### src/sv/tfe_pkg.sv
// package for the telemetry frame encoder: payload structs, frame constants
// and the item type passed from the front end to the serializer
// no dependencies
`default_nettype none

package tfe_pkg;

   localparam int NUM_WORDS = 9;

   typedef struct packed {
      logic              mode;
      logic signed [23:0] value_0;
      logic signed [23:0] value_1;
      logic signed [23:0] value_2;
      logic signed [23:0] value_3;
      logic signed [23:0] value_4;
      logic signed [23:0] value_5;
      logic signed [23:0] value_6;
      logic signed [23:0] value_7;
      logic signed [23:0] value_8;
   } tfe_req_type;

   typedef struct packed {
      logic [7:0] frame_byte;
      logic       last_byte;
   } tfe_rsp_type;

   // classified item: payload words already formed, unused words zero
   typedef struct packed {
      logic                        mode;
      logic [NUM_WORDS-1:0][15:0] words;
   } tfe_item_type;

   typedef logic [4:0] byte_idx_type;

   localparam logic [7:0]   SYNC_BYTE          = 8'hAA;
   localparam logic [7:0]   KIND_ATTITUDE      = 8'h01;
   localparam logic [7:0]   KIND_RAW           = 8'h02;
   localparam logic [7:0]   LEN_ATTITUDE       = 8'd10;
   localparam logic [7:0]   LEN_RAW            = 8'd18;
   localparam logic [30:0]  ANGLE_SCALE        = 31'd100;
   localparam logic [30:0]  ROUND_TO_ZERO      = 31'd255;
   localparam byte_idx_type IDX_SYNC_0         = 5'd0;
   localparam byte_idx_type IDX_SYNC_1         = 5'd1;
   localparam byte_idx_type IDX_KIND           = 5'd2;
   localparam byte_idx_type IDX_LEN            = 5'd3;
   localparam byte_idx_type IDX_PAYLOAD        = 5'd4;
   localparam byte_idx_type IDX_LAST_ATTITUDE  = 5'd14;
   localparam byte_idx_type IDX_LAST_RAW       = 5'd22;

endpackage

`default_nettype wire

### src/sv/telemetry_frame_encoder_unit.sv
// Telemetry frame encoder, top level.
// Request channel (req_valid/req_ready/req_data) takes one transaction per
// frame: a mode bit and nine signed 24-bit values. Response channel
// (rsp_valid/rsp_ready/rsp_data) returns the frame one byte per
// transaction, last_byte set on the trailing checksum byte.
// Frame: AA AA kind len payload checksum; attitude frames are 15 bytes,
// raw sensor frames 23 bytes.
// A request reaches rsp_data through the fifo, item and output registers.
// Throughput: one byte per cycle from the serializer while rsp_ready is
// high; frames follow each other with no gap while requests are queued.
// The front end forms payload words in the request cycle and writes them
// into a QUEUE_DEPTH entry fifo; req_ready is low only while it is full.
// A stalled receiver holds the output register and the serializer; the
// fifo keeps taking requests until it fills.
// Reset (synchronous, active high) empties the fifo and drops rsp_valid.
// depends on tfe_pkg, tfe_front, tfe_queue, tfe_back
`default_nettype none

module telemetry_frame_encoder_unit import tfe_pkg::*; #(
   parameter int QUEUE_DEPTH = 2
) (
   input  wire  logic        clock,
   input  wire  logic        reset,
   input  wire  logic        req_valid,
   output       logic        req_ready,
   input  wire  tfe_req_type req_data,
   output       logic        rsp_valid,
   input  wire  logic        rsp_ready,
   output       tfe_rsp_type rsp_data
);

   logic         push;
   logic         pop;
   logic         full;
   logic         empty;
   tfe_item_type push_item;
   tfe_item_type head;

   tfe_front u_front (
      .req_valid  (req_valid),
      .req_ready  (req_ready),
      .req_data   (req_data),
      .queue_full (full),
      .push       (push),
      .push_item  (push_item)
   );

   tfe_queue #(
      .DEPTH (QUEUE_DEPTH)
   ) u_queue (
      .clock     (clock),
      .reset     (reset),
      .push      (push),
      .push_item (push_item),
      .full      (full),
      .pop       (pop),
      .empty     (empty),
      .head      (head)
   );

   tfe_back u_back (
      .clock     (clock),
      .reset     (reset),
      .empty     (empty),
      .head      (head),
      .pop       (pop),
      .rsp_valid (rsp_valid),
      .rsp_ready (rsp_ready),
      .rsp_data  (rsp_data)
   );

endmodule

`default_nettype wire

### src/sv/tfe_front.sv
// front end: accepts request transactions and forms the payload words
// (angle scaling for attitude frames, low halves for raw frames)
// depends on tfe_pkg
`default_nettype none

module tfe_front import tfe_pkg::*; (
   input  wire  logic         req_valid,
   output       logic         req_ready,
   input  wire  tfe_req_type  req_data,
   input  wire  logic         queue_full,
   output       logic         push,
   output       tfe_item_type push_item
);

   // value * 100 / 256, truncated toward zero, low 16 bits
   function automatic logic [15:0] angle_word(input logic signed [23:0] v);
      logic signed [30:0] prod;
      logic        [30:0] adj;
      prod = $signed({{7{v[23]}}, v}) * $signed(ANGLE_SCALE);
      adj  = prod + (prod[30] ? ROUND_TO_ZERO : 31'd0);
      return adj[23:8];
   endfunction

   assign req_ready = !queue_full;
   assign push      = req_valid && !queue_full;

   always_comb begin
      push_item.mode = req_data.mode;
      if (req_data.mode) begin
         push_item.words[0] = req_data.value_0[15:0];
         push_item.words[1] = req_data.value_1[15:0];
         push_item.words[2] = req_data.value_2[15:0];
         push_item.words[3] = req_data.value_3[15:0];
         push_item.words[4] = req_data.value_4[15:0];
         push_item.words[5] = req_data.value_5[15:0];
         push_item.words[6] = req_data.value_6[15:0];
         push_item.words[7] = req_data.value_7[15:0];
         push_item.words[8] = req_data.value_8[15:0];
      end else begin
         push_item.words[0] = angle_word(req_data.value_0);
         push_item.words[1] = angle_word(req_data.value_1);
         push_item.words[2] = angle_word(req_data.value_2);
         push_item.words[3] = 16'h0000;
         push_item.words[4] = 16'h0000;
         push_item.words[5] = 16'h0000;
         push_item.words[6] = 16'h0000;
         push_item.words[7] = 16'h0000;
         push_item.words[8] = 16'h0000;
      end
   end

endmodule

`default_nettype wire

### src/sv/tfe_queue.sv
// small fifo of classified items between the front end and the serializer
// depends on tfe_pkg
`default_nettype none

module tfe_queue import tfe_pkg::*; #(
   parameter int DEPTH = 2
) (
   input  wire  logic         clock,
   input  wire  logic         reset,
   input  wire  logic         push,
   input  wire  tfe_item_type push_item,
   output       logic         full,
   input  wire  logic         pop,
   output       logic         empty,
   output       tfe_item_type head
);

   localparam int PTR_W = (DEPTH > 1) ? $clog2(DEPTH) : 1;
   localparam int CNT_W = $clog2(DEPTH + 1);

   tfe_item_type     mem_ff [DEPTH];
   logic [PTR_W-1:0] wr_ptr_ff, wr_ptr_in;
   logic [PTR_W-1:0] rd_ptr_ff, rd_ptr_in;
   logic [CNT_W-1:0] count_ff, count_in;

   assign full  = (count_ff == CNT_W'(DEPTH));
   assign empty = (count_ff == '0);
   assign head  = mem_ff[rd_ptr_ff];

   always_comb begin
      wr_ptr_in = wr_ptr_ff;
      rd_ptr_in = rd_ptr_ff;
      count_in  = count_ff;
      if (push) begin
         wr_ptr_in = (wr_ptr_ff == PTR_W'(DEPTH - 1)) ? '0 : wr_ptr_ff + 1'b1;
      end
      if (pop) begin
         rd_ptr_in = (rd_ptr_ff == PTR_W'(DEPTH - 1)) ? '0 : rd_ptr_ff + 1'b1;
      end
      if (push && !pop) begin
         count_in = count_ff + 1'b1;
      end else if (pop && !push) begin
         count_in = count_ff - 1'b1;
      end
   end

   always_ff @(posedge clock) begin
      if (reset) begin
         wr_ptr_ff <= '0;
         rd_ptr_ff <= '0;
         count_ff  <= '0;
      end else begin
         wr_ptr_ff <= wr_ptr_in;
         rd_ptr_ff <= rd_ptr_in;
         count_ff  <= count_in;
      end
   end

   always_ff @(posedge clock) begin
      if (push) begin
         mem_ff[wr_ptr_ff] <= push_item;
      end
   end

endmodule

`default_nettype wire

### src/sv/tfe_back.sv
// back end: serializes one item per frame, one byte per cycle unless
// stalled, keeps running checksum, drives registered response channel
// depends on tfe_pkg
`default_nettype none

module tfe_back import tfe_pkg::*; (
   input  wire  logic         clock,
   input  wire  logic         reset,
   input  wire  logic         empty,
   input  wire  tfe_item_type head,
   output       logic         pop,
   output       logic         rsp_valid,
   input  wire  logic         rsp_ready,
   output       tfe_rsp_type  rsp_data
);

   logic         active_ff, active_in;
   tfe_item_type cur_ff, cur_in;
   byte_idx_type idx_ff, idx_in;
   logic [7:0]   sum_ff, sum_in;
   logic         rsp_valid_ff, rsp_valid_in;
   tfe_rsp_type  rsp_data_ff, rsp_data_in;

   logic         load_out;
   logic         is_last;
   byte_idx_type last_idx;
   byte_idx_type pay_off;
   logic [3:0]   word_sel;
   logic [15:0]  word;
   logic [7:0]   cur_byte;

   assign last_idx = cur_ff.mode ? IDX_LAST_RAW : IDX_LAST_ATTITUDE;
   assign is_last  = (idx_ff == last_idx);
   assign load_out = active_ff && (!rsp_valid_ff || rsp_ready);
   assign pop      = !empty && (!active_ff || (load_out && is_last));

   // payload bytes pair up into words, high byte on the even offset
   assign pay_off  = idx_ff - IDX_PAYLOAD;
   assign word_sel = pay_off[4:1];

   always_comb begin
      case (word_sel)
         4'd0:    word = cur_ff.words[0];
         4'd1:    word = cur_ff.words[1];
         4'd2:    word = cur_ff.words[2];
         4'd3:    word = cur_ff.words[3];
         4'd4:    word = cur_ff.words[4];
         4'd5:    word = cur_ff.words[5];
         4'd6:    word = cur_ff.words[6];
         4'd7:    word = cur_ff.words[7];
         4'd8:    word = cur_ff.words[8];
         default: word = 16'h0000;
      endcase
   end

   always_comb begin
      if (idx_ff == IDX_SYNC_0 || idx_ff == IDX_SYNC_1) begin
         cur_byte = SYNC_BYTE;
      end else if (idx_ff == IDX_KIND) begin
         cur_byte = cur_ff.mode ? KIND_RAW : KIND_ATTITUDE;
      end else if (idx_ff == IDX_LEN) begin
         cur_byte = cur_ff.mode ? LEN_RAW : LEN_ATTITUDE;
      end else if (is_last) begin
         cur_byte = sum_ff;
      end else begin
         cur_byte = pay_off[0] ? word[7:0] : word[15:8];
      end
   end

   always_comb begin
      active_in    = active_ff;
      cur_in       = cur_ff;
      idx_in       = idx_ff;
      sum_in       = sum_ff;
      rsp_valid_in = rsp_valid_ff;
      rsp_data_in  = rsp_data_ff;
      if (rsp_valid_ff && rsp_ready) begin
         rsp_valid_in = 1'b0;
      end
      if (load_out) begin
         rsp_valid_in           = 1'b1;
         rsp_data_in.frame_byte = cur_byte;
         rsp_data_in.last_byte  = is_last;
         idx_in                 = idx_ff + 1'b1;
         sum_in                 = sum_ff + cur_byte;
         if (is_last) begin
            active_in = 1'b0;
         end
      end
      // next frame starts right behind the checksum byte
      if (pop) begin
         active_in = 1'b1;
         cur_in    = head;
         idx_in    = IDX_SYNC_0;
         sum_in    = 8'h00;
      end
   end

   always_ff @(posedge clock) begin
      if (reset) begin
         active_ff    <= 1'b0;
         idx_ff       <= IDX_SYNC_0;
         sum_ff       <= 8'h00;
         rsp_valid_ff <= 1'b0;
      end else begin
         active_ff    <= active_in;
         idx_ff       <= idx_in;
         sum_ff       <= sum_in;
         rsp_valid_ff <= rsp_valid_in;
      end
   end

   always_ff @(posedge clock) begin
      cur_ff      <= cur_in;
      rsp_data_ff <= rsp_data_in;
   end

   assign rsp_valid = rsp_valid_ff;
   assign rsp_data  = rsp_data_ff;

endmodule

`default_nettype wire

### config.mk
export PLATFORM = sky130hd
export DESIGN_NAME = telemetry_frame_encoder_unit
export DESIGN_NICKNAME = d
export VERILOG_FILES = /design/src/sv/tfe_pkg.sv /design/src/sv/telemetry_frame_encoder_unit.sv /design/src/sv/tfe_front.sv /design/src/sv/tfe_queue.sv /design/src/sv/tfe_back.sv
export SDC_FILE = /design/constraint.sdc
export NUM_CORES = 1
export LEC_CHECK = 0
export ABC_AREA = 0
export ABC_CLOCK_PERIOD_IN_PS = 19400
export BUFFER_PORTS_ARGS = -buffer_cell sky130_fd_sc_hd__clkbuf_2
export CAP_MARGIN = 10
export CORE_MARGIN = 3
export CORE_UTILIZATION = 40
export CTS_CLUSTER_DIAMETER = 80
export DETAILED_ROUTE_END_ITERATION = 6
export GPL_TIMING_DRIVEN = 0
export PLACE_DENSITY_LB_ADDON = 0.2
export SLEW_MARGIN = 20
export SYNTH_ARGS = -nofsm -noshare
export SYNTH_HDL_FRONTEND = slang
export SYNTH_SLANG_ARGS = --single-unit
export TNS_END_PERCENT = 20
### constraint.sdc
create_clock -name clock -period 19.4 [get_ports clock]
set_input_delay 0 -clock clock [delete_from_list [all_inputs] [get_ports clock]]
set_output_delay 0 -clock clock [all_outputs]
set_load 0.005 [all_outputs]
==> results of run 1 <==
critical path: stages:
cell	delay, ns
dlygate4sd3_1	0.55
clkbuf_2	0.17
ha_1	0.33
fa_1	0.47
ha_1	0.32
ha_1	0.28
buf_2	0.19
nand2_1	0.15
o21ai_0	0.21
a2111oi_0	0.41
o21a_1	0.28
o21ai_0	0.13
xor2_1	0.39
ha_1	0.32
a211oi_1	0.31
nand2_1	0.09
o21ai_1	0.41
and2b_1	0.27
o21ai_2	0.16
nor3_1	0.26
a31o_2	0.29
o21ai_0	0.57
path summary, 6_finish.rpt:
check                               end  depth (start not counted)  slack [ns]
setup reg to reg       u_back.sum_ff[7]                         21       13.56
hold reg to reg        u_back.sum_ff[6]                          2        0.48
setup / recovery  u_queue.mem_ff[1][46]                         22       13.08
hold / removal     u_queue.mem_ff[0][3]                          3        0.01
cell type report:
cell class	count	area share [%]
plain buffers	65	0.8297
clock buffers	55	3.710
clock inverters	22	0.5824
inverters	75	0.8975
multi-input cells	1406	38.40
flip-flops and latches	463	43.72
well taps	855	3.410
repair buffers	338	8.448
state kept, by name (all words and copies together), names as in the netlist:
register,cells
u_back.idx_ff,5
u_back.active_ff,1
u_queue.wr_ptr_ff,1
u_back.rsp_valid,1
u_back.sum_ff,8
u_queue.rd_ptr_ff,1
u_queue.count_ff,2
u_back.rsp_data,9
u_queue.mem_ff,290
u_back.cur_ff,145
metrics by stage:
stage	hold WS, ns	cell area [um^2]	util, %	setup WS (ns)	power [mW]
finish	0.01379	31370	48.48	13.08	3.654
global route	0.03942	31370	48.48	12.55	3.874
CTS	0.001958	31370	48.48	13.10	3.686
detailed placement	0.2212	28590	44.19	13.14	2.832
global placement	0.2174	28250	43.67	7.944	2.837
floorplan	0.06907	26270	-	12.07	2.431
layout by cell type (no fill, tap or decap), types with 25 or more instances in the layout:
cell type / netlist / final
edfxtp_1: 444 / 444
nand2_1: 135 / 135
inv_1: 74 / 74
clkbuf_1: 57 / 67
clkbuf_2: 0 / 183
a21oi_1: 74 / 74
xor2_1: 37 / 37
o21ai_0: 68 / 68
nor2_1: 74 / 73
fa_1: 67 / 67
a221oi_1: 31 / 31
xnor2_1: 57 / 57
and2_1: 109 / 109
a21o_1: 25 / 25
dlygate4sd3_1: 0 / 143
clkbuf_16: 0 / 45
nand3_1: 36 / 36
mux2_2: 153 / 153
ha_1: 247 / 247
metal layers:
| layer | wire, um | track usage, % | vias up |
|---|---|---|---|
| met2 | 32480 | 32.49 | 363 |
| met5 | 7 | 0 | - |
| li1 | - | - | 8367 |
| met4 | 1436 | 4.465 | 2 |
| met3 | 2876 | 2.438 | 80 |
| met1 | 29450 | 25.26 | 8493 |
report_power, final:
part	internal, mW	switching (mW)	total [mW]
combinational	0.519	0.750	1.27
clock	0.464	0.354	0.819
sequential	1.46	0.108	1.57
cell families (layout without fill, tap and decap cells):
kind of cell               Yosys count  count (layout)
and+or+nand+nor                    478             478
DFF                                463             463
AOI/OAI and AO/OA                  353             353
adders and majority gates          314             314
muxes                              167             167
buffers and inverters              140             555
xor gates and xnor gates            94              94
==> flow_summary.yaml, run 1 <==
status:
  run_status: "finished clean"
final_layout:
  register_area_um2: 13710
  final_cells: 3279
  drive_gt1_share_pct: 18.07
  n_fill_cell: 5771
  final_nets: 2929
  synthToLayoutAreaGrowth_pct: 19.42
  multiInputGateArea_um2: 12050
  antennaDiodeCount: 0
worst_setup_path:
  crit_fanout: 10
  crit_type: "primary input to flip-flop"
  crit_start: "req_data[154]"
  cp-end-kind: "flip-flop"
  rr_startpoint: "u_back.idx_ff[2]"
  required_ns: 19.64
  start_kind: "primary input"
  arrival_ns: 6.56
synth:
  synth.distinct_cells: 80
  synth_warnings: 0
  netlist_top_cells_count: "edfxtp_1 (444), ha_1 (247), mux2_2 (153)"
  async_flop_share_pct: 0
  ys_seq_area_share_pct: 52.21
  syn-instance-count: 2009
  synth_fa_ha_area_share_pct: 16.87
  synth-compound-area-share_pct: 9.207
  syn_nets: 2544
  synth_top_family_by_area: "adder cells"
  synth_mux_area_share_pct: 7.093
  synth_area_leaders: "edfxtp_1 (51%), ha_1 (12%), mux2_2 (6.6%), fa_1 (5.1%), and2_1 (2.6%)"
  synth-simple-area-share_pct: 9.427
  synth_top_area_share_pct: 50.76
  yosysMostFrequentCell: "edfxtp_1"
  synth_edf_count: 444
  yosys.area_share.xor_xnor_pct: 3.134
  syn_area_um2: 26270
  synthFlopType: "edfxtp_1"
  synth_seq_cells: 463
  synth_area_per_cell_um2: 13.08
  yosysTopAreaCell: "edfxtp_1"
min_path:
  hold_class: "primary input to flip-flop"
  hold_path_startpoint: "req_data[195]"
placed_design:
  portBuffers: 183
  gp_congestion: 0.9299
  place_inst: 3059
  hpwl_mm: 50.67
cts:
  htreeDepth: 2
  cts_setup_buffers: 0
  clkLatencyLatePin_ns: 0.54
  clock_path_buffers: 3
  clock-sinks: 463
  hold_buffers: 143
  cts_tree: "built"
  cts_resized: 0
  cts_made_buffers: 45
  cts_root_buf: "clkbuf_16"
  clk_pin_slew_ns: 0.06
sta:
  max_slew_margin_pct: 22.68
  finalMaxSlewViolations: 0
  setup_viol: 0
  worst_pin_slew_ns: 1.149
  setup_tns_ns: 0
  fin_crit_sh_pct: 32.58
  skew_ns: 0.01137
  grt_setup_unrepaired: "no"
  finalHoldViolCount: 0
  period_minus_slack_ns: 6.320
  max_freq_ghz: 0.1582
floorplanning:
  core_um2: 64700
  die_x_um: 262.3
  placementRows: 93
  pin_count: 232
  die_area_um2: 68780
  initial_core_util_pct: 40.60
  dieHeight_um: 262.3
run:
  maxCapViolCount: 0
route:
  vias: 17305
  drt_first_pass_iters: 7
  wirelength_mm: 66.25
  vias_per_cell: 5.278
  avgRoutedWirePerCell_um: 20.20
  ant_nets: 0
  drc_errors: 0
  drt_iter0_markers: 1062
grt:
  antenna_found_initial: 1
  grt_pass1_wl_mm: 102.6
  grt_start_max_net_pins: 54
  grt_overflow: 0
  grtUsageTotal_pct: 18.82
  first_global_vias: 17885
pwr:
  vdd_drop_max_mv: 0.05352
  power.leakage_nw: 12.09
  powerDensity_nw_per_um2: 116.5
Note: power is estimated with default switching activity, not from simulation.
==> run 2, diff against run 1 <==
- ABC_CLOCK_PERIOD_IN_PS: 19400 -> 5200
- clock period: 19.4 -> 5.2 ns (I/O delays scaled with it)
==> run 2 against run 1 <==
  * First-iteration DRC count fell by 0.47%
  * Hold slack got worse by 0.0069 ns
  * Die area unchanged
  * Critical endpoint is now u_back.sum_ff[7]
  * Largest cell class unchanged
  * Largest power group unchanged
==> flow_summary.yaml, run 2 (same netlist as run 1, synthesis figures left out) <==
status:
  run_status: "finished clean"
final_layout:
  drive_gt1_share_pct: 20.24
  final_area_um2: 31620
  n_fill_cell: 5775
  synthToLayoutAreaGrowth_pct: 20.37
  final_common_cell: "edfxtp_1"
  final_cells: 3288
  largest_reg_flops: 290
  final_nets: 2934
  top_register: "u_queue.mem_ff"
  register_area_um2: 13720
  final_cell_mix: "edfxtp_1 (444), ha_1 (243), clkbuf_2 (189)"
  multiInputGateArea_um2: 12260
floorplanning:
  pin_count: 232
  initial_core_util_pct: 40.60
  placementRows: 93
  die_area_um2: 68780
  core_um2: 64700
  die_x_um: 262.3
  dieHeight_um: 262.3
worst_setup_path:
  required_ns: 5.68
  crit_fanout: 10
  rr_endpoint: "u_back.sum_ff[7]"
  cp-end-kind: "flip-flop"
  arrival_ns: 5.53
  rr_startpoint: "u_back.idx_ff[2]"
  start_kind: "flip-flop"
  r2r_cells: 21
  crit_path_end: "u_back.sum_ff[7]"
  crit_type: "flip-flop to flip-flop"
  crit_start: "u_back.idx_ff[2]"
  r2r_setup_slack_ns: 0.15
grt:
  grt_overflow: 0
  grtUsageTotal_pct: 18.78
  first_global_vias: 17795
  grt_start_max_net_pins: 55
  grt_pass1_wl_mm: 102.1
  antenna_found_initial: 5
cts:
  htreeDepth: 2
  cts_tree: "built"
  cts_made_buffers: 43
  cts_root_buf: "clkbuf_16"
  clkLatencyLatePin_ns: 0.56
  clk_pin_slew_ns: 0.07
  clock-sinks: 463
  clock_path_buffers: 3
placed_design:
  place_inst: 3059
  hpwl_mm: 50.69
  dpl_cell_area_um2: 28570
  gp_congestion: 0.9140
  portBuffers: 183
route:
  drt_first_pass_iters: 6
  wirelength_mm: 66.18
  drt_iter0_markers: 1057
  ant_nets: 0
  drc_errors: 0
  vias_per_cell: 5.265
  vias: 17311
  avgRoutedWirePerCell_um: 20.13
pwr:
  power_mw: 13.60
  power.leakage_nw: 12.17
  powerDensity_nw_per_um2: 430.2
  vdd_drop_max_mv: 0.2632
sta:
  worst_pin_slew_ns: 1.070
  max_freq_ghz: 0.1981
  finalMaxSlewViolations: 0
  max_slew_margin_pct: 28.64
  period_minus_slack_ns: 5.048
  skew_ns: 0.02158
  setup_tns_ns: 0
  fin_crit_sh_pct: 97.08
  finalHoldViolCount: 0
  setup_viol: 0
min_path:
  holdPathStages: 3
  hold_class: "primary input to flip-flop"
run:
  maxCapViolCount: 0
[run 2: cell count changes in the layout (fill, tap and decap cells not counted), sizes merged, moves of 2 or more]
cell,delta
diode,+2
buf,+10
clkinv,-6
inv,+2
dlygate4sd3,-2
clkbuf,+3
[run 2: metrics by stage]
step           util, %  hold slack [ns]  setup slack [ns]
3_5_place_dp     44.17           0.2342           -0.9141
2_1_floorplan        -          0.06907           -0.5798
3_3_place_gp     43.67           0.2174            -2.935
5_1_grt          48.87          0.02371          -0.01886
4_1_cts          48.51         0.004211          0.007994
6_report         48.87         0.006923            0.1520
[run 2: metal layers]
layer	track usage (%)	wire, um	vias to the layer above
met5	0	21	-
met4	4.735	1532	4
met3	2.026	2456	86
met2	32.71	32870	346
met1	25.08	29300	8496
li1	-	-	8379
[run 2: critical path, cell delays in order (launching register included)]
cell	delay, ns
dfxtp_4	0.44
clkinvlp_4	0.18
ha_2	0.45
buf_4	0.25
buf_4	0.23
mux2_2	0.39
a221o_1	0.35
a221oi_2	0.24
nand2_1	0.09
nand3_1	0.15
a32o_1	0.17
o21ai_1	0.16
ha_1	0.32
a21o_1	0.18
a21oi_1	0.21
o21bai_1	0.12
a21oi_1	0.24
o21bai_1	0.09
a21oi_1	0.18
xnor2_1	0.10
or3_1	0.31
a21oi_1	0.14
[run 2: where the power goes]
group          switching, mW  internal [mW]
combinational           2.83           1.97
sequential             0.406           5.44
clock                   1.30           1.66
total                   4.54           9.07
[run 2: final cells by class]
type / instances / share of cell area [%]
multi-input combinational: 1406 / 38.77
timing repair buffer: 345 / 8.524
sequential: 463 / 43.38
clock inverter: 18 / 0.4630
buffer: 65 / 0.8864
tap: 855 / 3.383
inverter: 75 / 0.9141
antenna: 2 / 0.01583
clock buffer: 59 / 3.657
[run 2: repair_timing]
item                       CTS  global route
setup endpoints to repair   42            74
hold endpoints to repair   285             0
pin swaps                    0             4
buffers inserted             1             8
gates resized for setup     23            49
hold buffers               141             0
[run 2: worst min path at each step]
stage | from | to | slack [ns]
2_1_floorplan | reset | u_back.active_ff | 0.07
3_3_place_gp | req_data[216] | u_queue.mem_ff[0][144] | 0.22
3_5_place_dp | req_data[216] | u_queue.mem_ff[1][144] | 0.23
4_1_cts | req_data[148] | u_queue.mem_ff[0][36] | 0.004
5_1_grt | req_data[149] | u_queue.mem_ff[0][37] | 0.02
6_report | req_data[158] | u_queue.mem_ff[1][46] | 0.007
